===== config.mk =====
export PLATFORM = sky130hd
export DESIGN_NAME = pvp_sqrt
export DESIGN_NICKNAME = d
export VERILOG_FILES = /design/src/rtl/pvp_pkg.sv /design/src/rtl/pvp_sqrt.sv
export SDC_FILE = /design/constraint.sdc
export NUM_CORES = 2
export LEC_CHECK = 0
export BUFFER_PORTS_ARGS = -buffer_cell sky130_fd_sc_hd__buf_2
export CAP_MARGIN = 20
export CORE_ASPECT_RATIO = 0.5
export CORE_MARGIN = 5
export CORE_UTILIZATION = 45
export CTS_BUF_LIST = sky130_fd_sc_hd__clkbuf_4 sky130_fd_sc_hd__clkbuf_8
export DETAILED_ROUTE_END_ITERATION = 6
export HOLD_SLACK_MARGIN = 0.12
export PLACE_DENSITY = 0.67
export SETUP_SLACK_MARGIN = 0.15
export SYNTH_ARGS = -nofsm -noshare
export SYNTH_HDL_FRONTEND = slang
export SYNTH_MEMORY_MAX_BITS = 65536
export SYNTH_SLANG_ARGS = --single-unit

===== constraint.sdc =====
create_clock -name clk_i -period 6.75 [get_ports clk_i]
set_clock_uncertainty 0.2 [all_clocks]
set_input_delay 1.35 -clock clk_i [delete_from_list [all_inputs] [get_ports clk_i]]
set_output_delay 1.35 -clock clk_i [all_outputs]
set_load 0.05 [all_outputs]

===== src/rtl/pvp_pkg.sv =====
package pvp_pkg;

  // Register reset values
  localparam logic [15:0] SUPPLY_RST = 16'd12000;
  localparam logic [15:0] PERIOD_RST = 16'd4000;

  // Configuration register indexes
  typedef enum logic {
    CFG_SUPPLY = 1'b0,
    CFG_PERIOD = 1'b1
  } cfg_idx_e;

  // Width of the magnitude square root (one root bit per stage)
  localparam int ROOT_W = 32;

  // Quarter-wave sine polynomial, Q30; highest order term first
  localparam logic [30:0] TAYLOR_C11 = 31'd3864;
  localparam logic [30:0] TAYLOR_COEF [5] = '{
    31'd172272, 31'd5026994, 31'd85569306, 31'd693598668, 31'd1686629713
  };
  localparam logic [31:0] ONE_Q30 = 32'h4000_0000;

  // sqrt(3)/2 in Q16
  localparam logic signed [16:0] HALF_SQRT3_Q16 = 17'sd56756;

endpackage


===== src/rtl/pvp_sqrt.sv =====
module pvp_sqrt (
  input  logic                       clk_i,
  input  logic                       en_i,
  input  logic [63:0]                rad_i,
  output logic [pvp_pkg::ROOT_W-1:0] root_o
);

  localparam int RW = pvp_pkg::ROOT_W;

  logic [RW+1:0] rem_q  [RW];
  logic [RW-1:0] root_q [RW];
  logic [63:0]   rad_q  [RW];

  // one root bit per stage, two radicand bits consumed per stage
  for (genvar j = 0; j < RW; j++) begin : g_stage
    logic [RW+1:0] rem_in;
    logic [RW-1:0] root_in;
    logic [63:0]   rad_in;
    logic [RW+3:0] work;
    logic [RW+3:0] trial;
    logic          ge;

    if (j == 0) begin : g_first
      assign rem_in  = '0;
      assign root_in = '0;
      assign rad_in  = rad_i;
    end else begin : g_next
      assign rem_in  = rem_q[j-1];
      assign root_in = root_q[j-1];
      assign rad_in  = rad_q[j-1];
    end

    assign work  = {rem_in, rad_in[63:62]};
    assign trial = {2'b00, root_in, 2'b01};
    assign ge    = work >= trial;

    always_ff @(posedge clk_i) begin
      if (en_i) begin
        rem_q[j]  <= ge ? (RW+2)'(work - trial) : work[RW+1:0];
        root_q[j] <= {root_in[RW-2:0], ge};
        rad_q[j]  <= {rad_in[61:0], 2'b00};
      end
    end
  end

  assign root_o = root_q[RW-1];

endmodule


Word level (Yosys, flattened, before mapping)

Memories as Yosys holds them, arrays and structs flattened.
Index checks and enable logic that the tools add are counted.

Register bits: 0
Latch bits: 0
Bits in writable memories: 4096
Bits in read-only memories: 0
Input bits: 66
Logic and storage cells: 101
Memories: 3

Memory list:

| name   | words | width | read ports | clocked after Yosys merged registers in | write ports | RTL line       | text |
|---|---|---|---|---|---|---|---|
| rad_q  | 32    | 62    | 31         | 0                                       | 32          | pvp_sqrt.sv:12 | `logic [63:0] rad_q [RW];` |
| rem_q  | 32    | 34    | 31         | 0                                       | 32          | pvp_sqrt.sv:10 | `logic [RW+1:0] rem_q [RW];` |
| root_q | 32    | 32    | 32         | 0                                       | 32          | pvp_sqrt.sv:11 | `logic [RW-1:0] root_q [RW];` |

Add/subtract/negate cells: 32
Multipliers: 0
Divide/modulo/power cells: 0
$lt $le $gt $ge: 32
Equal/unequal tests: 0
Shifts and indexed selects: 0
Mux-type cells: 34
Bitwise logic cells: 0
Reduce and logical (&&, ||, !) cells: 0

Operators by type and width:

| operator              | number |
|---|---|
| $ge A36 B34 Y1        | 31 |
| $mux W34              | 32 |
| $sub A34 B34 Y34      | 31 |
| $sub A2 B1 Y3 const B | 1 |
| $ge A2 B1 Y1 const B  | 1 |
| $mux W1               | 2 |

Longest topological paths before layout

An unclocked memory read counts as a cell.

Word-level depth: 3
Gate-level depth with buffers: 14
Gate-level depth less buffers: 14

Least setup slack after synthesis

No wires, ideal clock.

Path type: reg2reg
From: mem rem_q[10][20] (netlist name)
To: mem rem_q[11][23] (netlist name), data pin
Library setup time: 271 ps
Arrival: 3362 ps
Data required time: 6279 ps
Slack: 2917 ps
Cell stages (with the launch flop): 13
Clock period less this slack: 3833 ps
Cell sequence: edfxtp_1 or4_1 or3_1 or4_1 or3_1 or3_1 or3_1 buf_6 nand2b_4 or3_2 buf_6 nor4_1 xor2_1

RTL lines:

| element     | RTL line |
|---|---|
| from (decl) | pvp_sqrt.sv:10 |

==> impl_metrics.json <==
{
  "comb_power_share_pct": 20.7,
  "fin_crit_sh_pct": 73.37,
  "vdd_drop_max_mv": 0.1503,
  "crit_required_ns": 7.24,
  "synth_compound_area_share_pct": 9.282,
  "cp.arrival_ns": 5.44,
  "postRouteWirelength_mm": 213.7,
  "final_antenna_net_count": 0,
  "power.internal_mw": 29.51,
  "dr.pass1.iters": 6,
  "vias_per_cell": 5.193,
  "finalSetupTns_ns": 0,
  "hp-start": "rad_q[0][15]",
  "whs_ns": 0.1816,
  "netlist.area_leader.share_pct": 64.97,
  "synthAdderAreaFrac_pct": 6.030,
  "ys_top_cells_by_area": "edfxtp_1 (65%), ha_1 (6.0%), xor2_1 (3.2%)",
  "r2r_start": "rem_q[28][3]",
  "p_total_mw": 41.39,
  "htreeDepth": 5,
  "portBuffers": 97,
  "slowest_stage": "a21oi_4",
  "path_max_fanout": 40,
  "die_y_um": 369.9,
  "period_minus_slack_ns": 4.953,
  "yosysSeqAreaShare_pct": 64.97,
  "cts_setup_buffers": 0,
  "final_core_util_pct": 49.74,
  "maxSlewViolCount": 0,
  "io_pins": 98,
  "die-width_um": 729.9,
  "seqPwrFrac_pct": 50.7,
  "status": "completed",
  "setup_viol": 0,
  "start_util_pct": 45.14,
  "post-dp-hpwl_mm": 149.0,
  "clkTransAtPathRegs_ns": 0.07,
  "core_um2": 258300,
  "cts_tree": "built",
  "wl_per_cell_um": 16.33,
  "first_global_vias": 67840,
  "synthTopCellsByCount": "edfxtp_1 (2,523), inv_1 (701), nand2_1 (622), a21oi_1 (591), nor2_1 (573)",
  "synth_warnings": 0,
  "cts_buffer_depth": 4,
  "hold_viol_final": 0,
  "async_flop_share_pct": 0,
  "power.switching_mw": 11.87,
  "synthMuxAreaShare_pct": 0.8037,
  "syn_inst": 8958,
  "cts_sinks": 2523,
  "drive_gt1_share_pct": 8.895,
  "synth_most_common_cell": "edfxtp_1",
  "synth_largest_area_cell": "edfxtp_1",
  "gr-total-overflow": 0,
  "grt_max_degree": 185,
  "syn_avg_cell_area_um2": 13.02,
  "finalNetCount": 9950,
  "die_area_um2": 270000,
  "syn_nets": 9586,
  "clk_root_buffer_cell": "clkbuf_8",
  "synth-edff-count": 2523,
  "ys.flop_type": "edfxtp_1",
  "cp_cell_sequence": "ha_1 > a21oi_1 > nand2_1 > o21ai_0 > a21oi_1 > a221o_1 > a221oi_1 > o21ai_0 > a21oi_4 > inv_1 > mux2_2",
  "num_vias": 67980,
  "gp_congestion": 0.9111,
  "grt_usage_pct": 15.62,
  "synthDistinctLibCells": 86,
  "fp-row-count": 132,
  "worstSetupEndpointType": "register",
  "synth_top_family_by_area": "simple AND/OR/NAND/NOR gates",
  "cts_inserted_buffers": 367,
  "p_per_area_nw_per_um2": 322.1,
  "rsz0062_at_grt": "false",
  "drv_cap": 0,
  "area_growth_syn_to_layout_pct": 10.19,
  "max-slew-margin-rel_pct": 29.03,
  "cts_resized": 0,
  "switching_share_pct": 28.69,
  "clkPwrFrac_pct": 28.6,
  "crit_path_max_incr_delay_ns": 0.83,
  "crit_path_start": "rem_q[28][3]",
  "synthXorXnorAreaFrac_pct": 6.370,
  "clock_latency_ns": 1.00,
  "worstSetupStartpointType": "register",
  "fmax_mhz": 201.9,
  "drt-initial-drc-count": 3870,
  "worst_hold_path_type": "reg -> reg",
  "grt_pass1_wl_mm": 345.4,
  "syn_area_um2": 116600,
  "antenna_found_initial": 1,
  "synthSimpleGateAreaFrac_pct": 9.706,
  "tightest_slew_ns": 1.065,
  "power.leakage_nw": 49.00,
  "hold_buffers": 0,
  "ys_ff_latch": 2523,
  "drc": 0,
  "path_class": "reg -> reg"
}
-- placed cells by master, fill, tap and decap left out, drive strengths merged, types with 161 or more instances in the layout --
cell type / synthesis / routed
a21o: 233 / 233
ha: 562 / 562
a21oi: 592 / 592
xor2: 428 / 428
nand2: 622 / 622
o21ai: 448 / 448
xnor2: 420 / 420
clkbuf: 142 / 480
edfxtp: 2523 / 2523
nor2: 574 / 574
nor3: 210 / 210
buf: 24 / 161
inv: 701 / 711
-- path summary, 6_finish.rpt --
check,end,slack [ns],cells after the start
worst max-delay path,rem_q[29][22],1.80,11
worst min-delay path,rad_q[1][17],0.18,0
worst max register to register,rem_q[29][22],1.80,11
worst min register to register,rad_q[1][17],0.18,0
-- power groups by stage --
stage / registers [mW] / clock network (mW) / logic [mW]
after floorplan: 20.9 / 0 / 6.47
after global placement: 21.3 / 0 / 8.38
after detailed placement: 21.3 / 0 / 8.50
after CTS: 21.0 / 12.4 / 8.56
after global routing: 21.2 / 13.1 / 9.58
final: 21.0 / 11.8 / 8.56
-- critical path, delay by kind of cell (launching register included) --
kind / cells / cell delay [ns]
AO/OA/AOI/OAI: 7 / 3.09
buffers and inverters: 1 / 0.18
flip-flops: 1 / 0.42
adder cells (fa/ha/maj): 1 / 0.41
multiplexers: 1 / 0.32
AND/OR/NAND/NOR: 1 / 0.06
-- sequential cells by signal (all words and copies together) (netlist names) --
register  flops
root_q      528
rad_q       992
rem_q      1003
-- metal layers --
layer	global-route usage, %	vias up	routed length [um]
met2	27.51	1363	106000
met3	2.720	566	8530
met4	7.624	0	10340
met1	18.52	32220	88850
li1	-	33830	-
met5	0	-	0
-- logic make-up after synthesis --
| kind of cell | Yosys count |
|---|---|
| DFF | 2523 |
| and+or+nand+nor | 2307 |
| AOI/OAI and AO/OA | 1762 |
| buffers and inverters | 870 |
| xor gates and xnor gates | 848 |
| adders and majority gates | 562 |
| muxes | 85 |
| other | 1 |
-- through the flow --
step / instance area [um^2] / instances / worst slack [ns]
2_1_floorplan: 116600 / 8958 / 2.917
3_3_place_gp: 121500 / 12440 / 1.920
3_5_place_dp: 121500 / 12440 / 1.838
4_1_cts: 128500 / 13080 / 1.798
5_1_grt: 128500 / 13090 / 1.304
6_report: 128500 / 13090 / 1.797
-- layout make-up --
class | instances | area (um^2)
fill | 22230 | 129800
tap | 3484 | 4359
clock inverter | 168 | 1020
clock buffer | 480 | 5931
inverter | 704 | 2643
timing repair buffer | 161 | 1151
antenna | 4 | 10.01
sequential | 2523 | 75760
multi-input combinational | 5565 | 37610
(Power assumes the default switching activity.)
