[src/rtl/pvp_div.sv]
module pvp_div #(
  parameter int DW = 16,
  parameter int QW = 17
) (
  input  logic             clk_i,
  input  logic             en_i,
  input  logic [QW+DW-1:0] num_i,
  input  logic [DW-1:0]    den_i,
  output logic [QW-1:0]    quo_o
);

  // restoring division, one quotient bit per stage;
  // the caller keeps num_i >> QW below den_i
  logic [DW-1:0] rem_q [QW];
  logic [DW-1:0] den_q [QW];
  logic [QW-1:0] low_q [QW];
  logic [QW-1:0] quo_q [QW];

  for (genvar j = 0; j < QW; j++) begin : g_stage
    logic [DW-1:0] rem_in;
    logic [DW-1:0] den_in;
    logic [QW-1:0] low_in;
    logic [QW-1:0] quo_in;
    logic [DW:0]   trial;
    logic          ge;

    if (j == 0) begin : g_first
      assign rem_in = num_i[QW+DW-1:QW];
      assign den_in = den_i;
      assign low_in = num_i[QW-1:0];
      assign quo_in = '0;
    end else begin : g_next
      assign rem_in = rem_q[j-1];
      assign den_in = den_q[j-1];
      assign low_in = low_q[j-1];
      assign quo_in = quo_q[j-1];
    end

    assign trial = {rem_in, low_in[QW-1]};
    assign ge    = trial >= {1'b0, den_in};

    always_ff @(posedge clk_i) begin
      if (en_i) begin
        rem_q[j] <= ge ? DW'(trial - {1'b0, den_in}) : trial[DW-1:0];
        den_q[j] <= den_in;
        low_q[j] <= {low_in[QW-2:0], 1'b0};
        quo_q[j] <= {quo_in[QW-2:0], ge};
      end
    end
  end

  assign quo_o = quo_q[QW-1];

endmodule

[config.mk]
export PLATFORM = sky130hd
export DESIGN_NAME = pvp_div
export DESIGN_NICKNAME = d
export VERILOG_FILES = /design/src/rtl/pvp_div.sv
export SDC_FILE = /design/constraint.sdc
export NUM_CORES = 1
export LEC_CHECK = 0
export BUFFER_PORTS_ARGS = -buffer_cell sky130_fd_sc_hd__buf_2
export CAP_MARGIN = 20
export CORE_UTILIZATION = 50
export DETAILED_ROUTE_END_ITERATION = 7
export GPL_ROUTABILITY_DRIVEN = 0
export PLACE_DENSITY_LB_ADDON = 0.3
export SLEW_MARGIN = 20
export SYNTH_ARGS = -nofsm -noshare
export SYNTH_HDL_FRONTEND = slang
export SYNTH_SLANG_ARGS = --single-unit
[constraint.sdc]
create_clock -name clk_i -period 4 [get_ports clk_i]
set_input_delay 0 -clock clk_i [delete_from_list [all_inputs] [get_ports clk_i]]
set_output_delay 0 -clock clk_i [all_outputs]
set_load 0.005 [all_outputs]
# Yosys cells after proc, flatten, opt, wreduce, memory -nomap -nowiden
# Memory sizes are Yosys's and may differ from the RTL's.
# Cells that the tools add are included.
classes:
  mux: 19
  add_sub_neg: 17
  n_lt_le_gt_ge: 17
op_table:
  columns: ["cell", "count"]
  rows:
  - ["$ge A17 B16 Y1", 17]
  - ["$mux W16", 17]
  - ["$sub A16 B16 Y16", 17]
  - ["$mux W1", 2]
totals:
  mem_bits_rw: 1105
  in_bits: 51
  out_inout_bits: 17
  n_memories: 4
  ff_bits: 0
memory_table:
  columns: ["memory", "words", "word_bits", "read_ports", "rd_clocked_by_memory_dff", "wr", "line_no", "text"]
  rows:
  - ["quo_q", 17, 17, 17, 0, 17, "17", "logic [QW-1:0] quo_q [QW];"]
  - ["den_q", 17, 16, 16, 0, 17, "15", "logic [DW-1:0] den_q [QW];"]
  - ["low_q", 17, 16, 16, 0, 17, "16", "logic [QW-1:0] low_q [QW];"]
  - ["rem_q", 17, 16, 16, 0, 17, "14", "logic [DW-1:0] rem_q [QW];"]

# Longest topological paths before layout
# Gate-level depths: netlist of the first run.
# An unclocked memory read counts as a cell.
depth:
  word_depth: 3
  ltp_mapped: 12
  ltp_nobuf: 11

# Least setup slack after synthesis of the first run
# Ideal clock, no wire load.
synth_path:
  kind: "register -> register"
  from: "memory den_q[1][1] (netlist: den_q[0][17])"
  to: "memory rem_q[2][8] (netlist: rem_q[0][40]), data pin"
  slack_ps: 988
  n_path_buf: 1
  arrival_ps: 2752
  synth_period_minus_slack_ps: 3012
  setup_ps: 260
  stages_incl_launch_ff: 12
  path_cell_list: "edfxtp_1 > inv_1 > ha_1 > nor2b_1 > o31a_1 > o31a_1 > o221ai_1 > o21a_1 > a21oi_1 > nor3_2 > buf_6 > mux2_2"
synth_lines:
  columns: ["item", "line_no"]
  rows:
  - ["from (decl)", "15"]
  - ["to (decl)", "14"]

==> results of run 1 <==
[registers in the layout, summed over array words and instances (netlist names)]
signal	flops
den_q	256
rem_q	256
quo_q	153
low_q	136
[final cells by class]
class | count | area, um2 | share of cell area
multi-input combinational | 1902 | 14400 | 0.322
timing repair buffer | 151 | 1210 | 0.0270
inverter | 338 | 1270 | 0.0283
clock buffer | 114 | 2320 | 0.0517
sequential | 801 | 24100 | 0.536
clock inverter | 39 | 265 | 0.00591
tap | 1050 | 1310 | 0.0293
[critical path, stage by stage, from the launching register on]
cell,delay [ns]
edfxtp_1,0.42
inv_1,0.09
ha_1,0.25
nor2b_1,0.14
o21ai_0,0.20
a21boi_0,0.21
o31ai_1,0.38
o221ai_1,0.24
o211ai_1,0.25
and3_1,0.66
mux2_2,0.41
[power groups by stage]
| stage | clock network [mW] | logic (mW) | registers, mW |
|---|---|---|---|
| after floorplan | 0 | 10.5 | 12.6 |
| after global placement | 0 | 12.7 | 13.2 |
| after detailed placement | 0 | 13.2 | 13.2 |
| after CTS | 7.59 | 13.4 | 13.0 |
| after global routing | 7.91 | 14.9 | 13.2 |
| final | 7.38 | 13.5 | 13.0 |
[per-layer routing]
layer | global-route usage | share of wire
met4 | 0.0711 | 0.029
met1 | 0.250 | 0.43
met3 | 0.0306 | 0.050
met2 | 0.329 | 0.49
met5 | 0 | 0.00017
[metrics by stage]
stage          setup WS (ns)  cell area, um2  std cells
3_5_place_dp           0.538           41800       4189
2_1_floorplan          0.988           39900       3074
3_3_place_gp           0.687           41800       4189
6_report               0.489           44900       4395
4_1_cts                0.533           44900       4394
5_1_grt                0.320           44900       4395
[placed cells by master (no fill, tap or decap), drive strengths merged, types with 28 or more instances in the layout]
cell | Yosys | routed
a21o | 60 | 60
a21oi | 166 | 166
a31oi | 28 | 28
buf | 14 | 99
clkbuf | 19 | 114
clkinv | 0 | 31
dlygate4sd3 | 0 | 52
edfxtp | 801 | 801
ha | 272 | 272
inv | 338 | 342
mux2 | 150 | 150
mux2i | 28 | 28
nand2 | 170 | 170
nand3 | 50 | 50
nand4 | 35 | 35
nor2 | 167 | 167
nor2b | 39 | 39
nor3 | 59 | 59
o21a | 46 | 46
o21ai | 135 | 135
xnor2 | 121 | 121
xor2 | 57 | 57
[kinds of logic after synthesis]
kind of cell    Yosys count  share of synthesized area
mux                     178                     0.0506
fa+ha+maj               288                     0.0933
buf+inv                 371                     0.0359
flops                   801                      0.603
compound gates          617                      0.101
xor+xnor                178                     0.0391
simple gates            641                     0.0776
[timing repair]
action,in CTS,in global routing
hold buffers,52,0
resized for setup,0,0
endpoints found under the hold margin,118,0
[how the worst max path moves through the flow]
stage / cells after the start / startpoint / slack [ns] / endpoint
3_5_place_dp: 10 / den_q[0][193] / 0.54 / rem_q[0][214]
3_3_place_gp: 10 / den_q[0][97] / 0.69 / rem_q[0][120]
2_1_floorplan: 11 / den_q[0][17] / 0.99 / rem_q[0][40]
4_1_cts: 10 / den_q[0][193] / 0.53 / rem_q[0][212]
6_report: 10 / den_q[0][193] / 0.49 / rem_q[0][212]
5_1_grt: 10 / den_q[0][193] / 0.32 / rem_q[0][211]
==> impl_results.html, run 1 <==
<table>
<tr><th>Metric</th><th>Value</th></tr>
<tr><th colspan="2">Run status</th></tr>
<tr><td>Outcome</td><td>complete, but fails checks</td></tr>
<tr><td>Violated checks</td><td>design-rule violations</td></tr>
<tr><th colspan="2">Timing</th></tr>
<tr><td>Worst rel slew slack</td><td>0.374</td></tr>
<tr><td>Endpoints failing hold</td><td>0</td></tr>
<tr><td>Setup repair after global routing missed its margin</td><td>no</td></tr>
<tr><td>Worst Max-Slew Pin Slew</td><td>~0.94 ns</td></tr>
<tr><td>Final clock period utilization by the worst path</td><td>0.878</td></tr>
<tr><td>Minimum hold slack</td><td>around 0.073 ns</td></tr>
<tr><td>Max-slew violation total from the final report</td><td>0</td></tr>
<tr><td>Total of endpoints with negative setup slack in the final report</td><td>0</td></tr>
<tr><td>Clock skew</td><td>0.0217 ns</td></tr>
<tr><td>Minimum clock period</td><td>~3.5 ns</td></tr>
<tr><td>Maximum clock frequency</td><td>around 280 MHz</td></tr>
<tr><td>Total Negative Setup Slacks</td><td>0 ns</td></tr>
<tr><th colspan="2">Yosys</th></tr>
<tr><td>Post-synthesis net count</td><td>approximately 3400</td></tr>
<tr><td>Sequential share of the synthesized area</td><td>0.603</td></tr>
<tr><td>Number of flops mapped to enable cells by yosys</td><td>~800</td></tr>
<tr><td>Leading post-synthesis cells by cell area</td><td>edfxtp_1, ha_1, mux2_2</td></tr>
<tr><td>Count of distinct cell types in the synthesized netlist</td><td>between 70 and 80</td></tr>
<tr><td>Post-synth top flop</td><td>edfxtp_1</td></tr>
<tr><td>#FFs+latches synth</td><td>roughly 800</td></tr>
<tr><td>Async set-reset flop share out of synthesis</td><td>0</td></tr>
<tr><td>Most common cell in the netlist</td><td>edfxtp_1</td></tr>
<tr><td>Largest area contributor in the netlist</td><td>edfxtp_1</td></tr>
<tr><td>List of most frequent post-synthesis cells</td><td>edfxtp_1, inv_1, ha_1</td></tr>
<tr><td>Total number of yosys warnings</td><td>0</td></tr>
<tr><td>Post-synth design cell area</td><td>~40000 um2</td></tr>
<tr><td>Top cell type's share of synthesized area</td><td>0.603</td></tr>
<tr><td>Synthesized instance count</td><td>a little over 3000</td></tr>
<tr><td>Mean area per synthesized cell</td><td>approximately 13 um2</td></tr>
<tr><th colspan="2">Power and ir drop</th></tr>
<tr><td>Proportion of power drawn by the clock network</td><td>0.218</td></tr>
<tr><td>Internal power component</td><td>between 20 and 25 mW</td></tr>
<tr><td>Final Power</td><td>33.9 mW</td></tr>
<tr><td>Power density over cell area</td><td>755 nW/um2</td></tr>
<tr><td>Worst ir drop on vdd</td><td>roughly 370 uV</td></tr>
<tr><td>Seq pwr share</td><td>0.385</td></tr>
<tr><td>Portion of total power attributed to combinational logic</td><td>0.397</td></tr>
<tr><td>Reported net switching power</td><td>roughly 11 mW</td></tr>
<tr><td>Leakage</td><td>17.8 nW</td></tr>
<tr><td>Switching power share of the total</td><td>0.334</td></tr>
<tr><th colspan="2">Worst setup path</th></tr>
<tr><td>Crit path DAT</td><td>between 3 and 4 ns</td></tr>
<tr><td>Sort of element at the start of the critical path</td><td>flip-flop</td></tr>
<tr><td>CP Data Required Time</td><td>around 4.4 ns</td></tr>
<tr><td>Worst reg2reg path depth</td><td>10</td></tr>
<tr><td>Sort of element at the end of the critical path</td><td>flip-flop</td></tr>
<tr><td>Reg2Reg Launch Point</td><td>den_q[0][193]</td></tr>
<tr><td>Critical path start-end classification</td><td>reg -&gt; reg</td></tr>
<tr><td>Peak fanout along the critical path</td><td>14</td></tr>
<tr><td>R2r setup slk</td><td>just under 0.5 ns</td></tr>
<tr><td>Endpoint of the worst-slack reg-to-reg timing path</td><td>rem_q[0][212]</td></tr>
<tr><th colspan="2">Die</th></tr>
<tr><td>Overall die height</td><td>~280 um</td></tr>
<tr><td>Core Rows</td><td>a little over 100</td></tr>
<tr><td>Placeable core region</td><td>~79000 um2</td></tr>
<tr><td>Number of primary I/O pins</td><td>68</td></tr>
<tr><td>Initial cell density of the core</td><td>0.505</td></tr>
<tr><td>Width of the chip</td><td>approximately 280 um</td></tr>
<tr><td>Floorplan die area</td><td>a little over 80000 um2</td></tr>
<tr><th colspan="2">Detailed routing</th></tr>
<tr><td>DRC violation count after routing</td><td>1</td></tr>
<tr><td>Avg Vias per Cell</td><td>5.57</td></tr>
<tr><td>Via Count</td><td>between 20000 and 25000</td></tr>
<tr><td>Routed wire length</td><td>roughly 78000 um</td></tr>
<tr><td>Number of iterations in the first detailed-routing pass</td><td>8</td></tr>
<tr><td>Final routed wire length divided by cell count</td><td>roughly 18 um</td></tr>
<tr><td>Number of DRC violations after detailed-routing iteration 0</td><td>2138</td></tr>
<tr><td>Remaining antenna violation count after routing</td><td>0</td></tr>
<tr><th colspan="2">CTS</th></tr>
<tr><td>Max Buffers Root-to-Sink</td><td>3</td></tr>
<tr><td>Number of clock buffers inserted by TritonCTS</td><td>87</td></tr>
<tr><td>CTS tree</td><td>built</td></tr>
<tr><td>Clock Sinks</td><td>801</td></tr>
<tr><td>Setup fix buffers added after clock tree synthesis</td><td>0</td></tr>
<tr><td>Root Driver</td><td>clkbuf_16</td></tr>
<tr><td>Reg clk slew, reported paths</td><td>roughly 0.06 ns</td></tr>
<tr><td>Deepest level of the CTS H-tree</td><td>3</td></tr>
<tr><td>Clk Latency, worst-skew pair</td><td>0.64 ns</td></tr>
<tr><th colspan="2">Flow run</th></tr>
<tr><td>Number of maximum-capacitance constraint violations</td><td>0</td></tr>
<tr><th colspan="2">Finish</th></tr>
<tr><td>Layout Area Growth over Synthesis</td><td>12.5%</td></tr>
<tr><td>Utilization of the core after routing</td><td>0.568</td></tr>
<tr><td>Antenna diode count</td><td>0</td></tr>
<tr><td>Layout Nets</td><td>between 3000 and 4000</td></tr>
<tr><td>Share of layout cells above drive strength 1</td><td>0.116</td></tr>
<tr><td>Final-layout fill cell count</td><td>6266</td></tr>
<tr><th colspan="2">Global route</th></tr>
<tr><td>Largest net degree at the start of global routing</td><td>100</td></tr>
<tr><td>Total routing resource utilization after global routing</td><td>0.194</td></tr>
<tr><td>Global-route wire length before repair</td><td>126000 um</td></tr>
<tr><td>Number of global-route vias before repair</td><td>approximately 24000</td></tr>
<tr><td>Overflow left after global routing</td><td>0</td></tr>
<tr><td>Initial antenna violation count</td><td>1</td></tr>
<tr><th colspan="2">Place</th></tr>
<tr><td>Count of buffers from port buffering</td><td>67</td></tr>
<tr><td>Final HPWL from detailed placement</td><td>between 50000 and 60000 um</td></tr>
<tr><th colspan="2">Min path</th></tr>
<tr><td>Hold worst-path end</td><td>low_q[0][14]</td></tr>
<tr><td>Critical hold path startpoint</td><td>num_i[14]</td></tr>
<tr><td>Number of cells on the worst hold path</td><td>2</td></tr>
<tr><td>Path type of the worst min-delay path</td><td>in -&gt; reg</td></tr>
</table>
(Power assumes the default switching activity.)
==> run 2, diff against run 1 <==
- CORE_ASPECT_RATIO: unset -> 0.6
- PLACE_DENSITY: unset -> 0.69
- PLACE_DENSITY_LB_ADDON: 0.3 -> unset
==> run 2 against run 1 <==
Net effect:
- the run now ends clean
- sequential share of layout area rose by 0.19 points
- via count is 1.4% higher
- sequential power is essentially flat
- utilization up 0.39 points
- combinational power is 3% higher
- cell count down 0.59%
- fmax shrank 0.66%
- register-to-register slack got worse by 0.02 ns
- critical path depth rose by 1
==> impl_results.html, run 2 (synthesized netlist as in run 1, its figures left out) <==
<table>
<tr><th>Metric</th><th>Value</th></tr>
<tr><th colspan="2">CTS</th></tr>
<tr><td>Number of clock buffers inserted by TritonCTS</td><td>76 (-13%)</td></tr>
<tr><td>Deepest level of the CTS H-tree</td><td>3 (unchanged)</td></tr>
<tr><td>Clock Sinks</td><td>801 (unchanged)</td></tr>
<tr><td>CTS tree</td><td>built</td></tr>
<tr><td>Post-CTS sizing</td><td>0 (unchanged)</td></tr>
<tr><td>Max Buffers Root-to-Sink</td><td>3 (unchanged)</td></tr>
<tr><td>Root Driver</td><td>clkbuf_16</td></tr>
<tr><td>Setup fix buffers added after clock tree synthesis</td><td>0 (unchanged)</td></tr>
<tr><td>Clk Latency, worst-skew pair</td><td>0.63 ns (about the same)</td></tr>
<tr><td>Reg clk slew, reported paths</td><td>0.06 ns (about the same)</td></tr>
<tr><th colspan="2">Die</th></tr>
<tr><td>Initial cell density of the core</td><td>0.510 (+0.00525)</td></tr>
<tr><td>Core Rows</td><td>79 (-23%)</td></tr>
<tr><td>Placeable core region</td><td>78200 um2 (-1.0%)</td></tr>
<tr><td>Overall die height</td><td>221 um (-22%)</td></tr>
<tr><td>Number of primary I/O pins</td><td>68 (unchanged)</td></tr>
<tr><td>Width of the chip</td><td>367 um (+29%)</td></tr>
<tr><td>Floorplan die area</td><td>81000 um2 (about the same)</td></tr>
<tr><th colspan="2">Detailed routing</th></tr>
<tr><td>DRC violation count after routing</td><td>0 (-1)</td></tr>
<tr><td>Routed wire length</td><td>79500 um (+1.5%)</td></tr>
<tr><td>Via Count</td><td>24831 (+1.4%)</td></tr>
<tr><td>Final routed wire length divided by cell count</td><td>18.2 um (+2.1%)</td></tr>
<tr><td>Avg Vias per Cell</td><td>5.68 (+2.0%)</td></tr>
<tr><td>Remaining antenna violation count after routing</td><td>0 (unchanged)</td></tr>
<tr><td>Number of iterations in the first detailed-routing pass</td><td>6 (-2)</td></tr>
<tr><td>Number of DRC violations after detailed-routing iteration 0</td><td>2323 (+8.7%)</td></tr>
<tr><th colspan="2">Worst setup path</th></tr>
<tr><td>R2r setup slk</td><td>0.47 ns (-0.02 ns)</td></tr>
<tr><td>Top Family by Delay on Critical Path</td><td>compound AO/OA/AOI/OAI gates</td></tr>
<tr><td>Worst reg2reg path depth</td><td>11 (+1)</td></tr>
<tr><td>Cell type of the slowest stage on the worst timing path</td><td>o31ai_1</td></tr>
<tr><td>Delay of the slowest cell on the worst path</td><td>0.63 ns (-0.03 ns)</td></tr>
<tr><td>Endpoint of the worst-slack reg-to-reg timing path</td><td>rem_q[0][210]</td></tr>
<tr><td>Critical path start-end classification</td><td>reg -&gt; reg</td></tr>
<tr><td>Sort of element at the start of the critical path</td><td>flip-flop</td></tr>
<tr><td>Cells along the critical path</td><td>inv_1, ha_1, nor2b_1, o21ai_0, a21boi_0, o31ai_1, o221ai_1, o211ai_1, and3_1, buf_4, mux2_2</td></tr>
<tr><td>Peak fanout along the critical path</td><td>16 (+2)</td></tr>
<tr><td>Buffering stage count on the worst path with inverters included</td><td>2 (+1)</td></tr>
<tr><td>Reg2Reg Launch Point</td><td>den_q[0][193]</td></tr>
<tr><td>Sort of element at the end of the critical path</td><td>flip-flop</td></tr>
<tr><td>Crit path DAT</td><td>3.90 ns (+0.02 ns)</td></tr>
<tr><td>CP Data Required Time</td><td>4.36 ns (about the same)</td></tr>
<tr><th colspan="2">Timing</th></tr>
<tr><td>Final clock period utilization by the worst path</td><td>0.884 (+0.00580)</td></tr>
<tr><td>Minimum clock period</td><td>3.53 ns (+0.0232 ns)</td></tr>
<tr><td>Max-slew violation total from the final report</td><td>0 (unchanged)</td></tr>
<tr><td>Final WS setup</td><td>0.465 ns (-0.0232 ns)</td></tr>
<tr><td>Total of endpoints with negative setup slack in the final report</td><td>0 (unchanged)</td></tr>
<tr><td>Endpoints failing hold</td><td>0 (unchanged)</td></tr>
<tr><td>Clock skew</td><td>0.0255 ns (+0.00380 ns)</td></tr>
<tr><td>Setup repair after global routing missed its margin</td><td>no</td></tr>
<tr><td>Maximum clock frequency</td><td>283 MHz (-0.66%)</td></tr>
<tr><td>Total Negative Setup Slacks</td><td>0 ns (unchanged)</td></tr>
<tr><td>Worst rel slew slack</td><td>0.356 (-0.0179)</td></tr>
<tr><td>Worst Max-Slew Pin Slew</td><td>0.957 ns (+0.0180 ns)</td></tr>
<tr><th colspan="2">Min path</th></tr>
<tr><td>Hold worst-path end</td><td>low_q[0][11]</td></tr>
<tr><td>Critical hold path startpoint</td><td>num_i[11]</td></tr>
<tr><td>Path type of the worst min-delay path</td><td>in -&gt; reg</td></tr>
<tr><td>Number of cells on the worst hold path</td><td>2 (unchanged)</td></tr>
<tr><th colspan="2">Flow run</th></tr>
<tr><td>Number of maximum-capacitance constraint violations</td><td>0 (unchanged)</td></tr>
<tr><th colspan="2">Global route</th></tr>
<tr><td>Overflow left after global routing</td><td>0 (unchanged)</td></tr>
<tr><td>Largest net degree at the start of global routing</td><td>107 (+7.0%)</td></tr>
<tr><td>Global-route wire length before repair</td><td>129000 um (+2.7%)</td></tr>
<tr><td>Initial antenna violation count</td><td>0 (-1)</td></tr>
<tr><td>Number of global-route vias before repair</td><td>24296 (-0.49%)</td></tr>
<tr><td>Total routing resource utilization after global routing</td><td>0.197 (+0.00290)</td></tr>
<tr><th colspan="2">Finish</th></tr>
<tr><td>Most common cell after layout, fill and taps aside</td><td>edfxtp_1</td></tr>
<tr><td>Layout Nets</td><td>3602 (-0.50%)</td></tr>
<tr><td>Layout Area Growth over Synthesis</td><td>12.1%</td></tr>
<tr><td>Antenna diode count</td><td>0 (unchanged)</td></tr>
<tr><td>Share of layout cells above drive strength 1</td><td>0.115 (-0.000798)</td></tr>
<tr><td>Final-layout fill cell count</td><td>6094 (-2.7%)</td></tr>
<tr><td>Commonest non-fill, non-tap cells in the layout</td><td>edfxtp_1, inv_1, ha_1</td></tr>
<tr><td>Registers with the most flip-flops</td><td>den_q x256, rem_q x256, quo_q x153</td></tr>
<tr><th colspan="2">Power and ir drop</th></tr>
<tr><td>Leakage</td><td>17.7 nW (-0.45%)</td></tr>
<tr><td>Reported net switching power</td><td>11.6 mW (+2.2%)</td></tr>
<tr><td>Proportion of power drawn by the clock network</td><td>0.218 (about the same)</td></tr>
<tr><td>Worst ir drop on vdd</td><td>368 uV (-1.8%)</td></tr>
<tr><td>Seq pwr share</td><td>0.378 (-0.007)</td></tr>
<tr><td>Switching power share of the total</td><td>0.338 (+0.00378)</td></tr>
<tr><td>Internal power component</td><td>22.7 mW (+0.45%)</td></tr>
<tr><td>Portion of total power attributed to combinational logic</td><td>0.405 (+0.008)</td></tr>
<tr><td>Power density over cell area</td><td>766 nW/um2 (+1.4%)</td></tr>
<tr><th colspan="2">Place</th></tr>
<tr><td>Worst-case setup slack after placement</td><td>0.482 ns (-0.0560 ns)</td></tr>
<tr><td>Final HPWL from detailed placement</td><td>56900 um (+0.94%)</td></tr>
<tr><td>Count of buffers from port buffering</td><td>67 (unchanged)</td></tr>
<tr><th colspan="2">Run status</th></tr>
<tr><td>Outcome</td><td>complete, no violations</td></tr>
</table>
## run 2: how the worst max path moves through the flow
stage | from | endpoint | slack [ns] | depth (start not counted)
after floorplan | den_q[0][17] | rem_q[0][40] | 0.99 | 11
after global placement | den_q[0][209] | rem_q[0][228] | 0.55 | 10
after detailed placement | den_q[0][193] | rem_q[0][222] | 0.48 | 11
after CTS | den_q[0][193] | rem_q[0][222] | 0.47 | 11
after global routing | den_q[0][193] | rem_q[0][211] | 0.16 | 11
final | den_q[0][193] | rem_q[0][210] | 0.47 | 11
## run 2: cell type report
type | count | area [um2] | area share
Inverter | 338 | 1270 | 0.0284
Multi-Input combinational cell | 1902 | 14400 | 0.323
Clock inverter | 42 | 552 | 0.0123
Timing Repair Buffer | 144 | 1110 | 0.0249
Clock buffer | 89 | 1970 | 0.0441
Tap cell | 1053 | 1320 | 0.0295
Sequential cell | 801 | 24100 | 0.538
## run 2: repair_timing
item | in CTS | in global routing
hold buffers | 51 | 0
endpoints found under the hold margin | 130 | 0
endpoints found under the setup margin | 0 | 0
## run 2: per-stage QoR
| step | util | area (um2) | std cells | power [mW] | hold WS [ns] |
|---|---|---|---|---|---|
| 3_3_place_gp | 0.533 | 41700 | 4187 | 25.8 | 0.179 |
| 2_1_floorplan | - | 39900 | 3074 | 23.1 | 0.0989 |
| 3_5_place_dp | 0.533 | 41700 | 4187 | 26.5 | 0.179 |
| 5_1_grt | 0.572 | 44700 | 4369 | 36.2 | 0.0523 |
| 6_report | 0.572 | 44700 | 4369 | 34.2 | 0.0913 |
| 4_1_cts | 0.572 | 44700 | 4369 | 34.2 | 0.0279 |
## run 2: power groups by stage
stage          logic [mW]  clock network [mW]  registers (mW)
2_1_floorplan        10.5                   0            12.6
3_3_place_gp         12.7                   0            13.0
3_5_place_dp         13.4                   0            13.1
4_1_cts              13.6                7.67            12.9
5_1_grt              15.2                7.96            13.1
6_report             13.9                7.45            12.9
## run 2: layer usage
layer,track usage,up-vias,share of wire
met1,0.298,11988,0.49
met3,0.0348,156,0.066
met5,0,-,0
met4,0.0494,0,0.020
li1,-,11812,-
met2,0.292,875,0.43
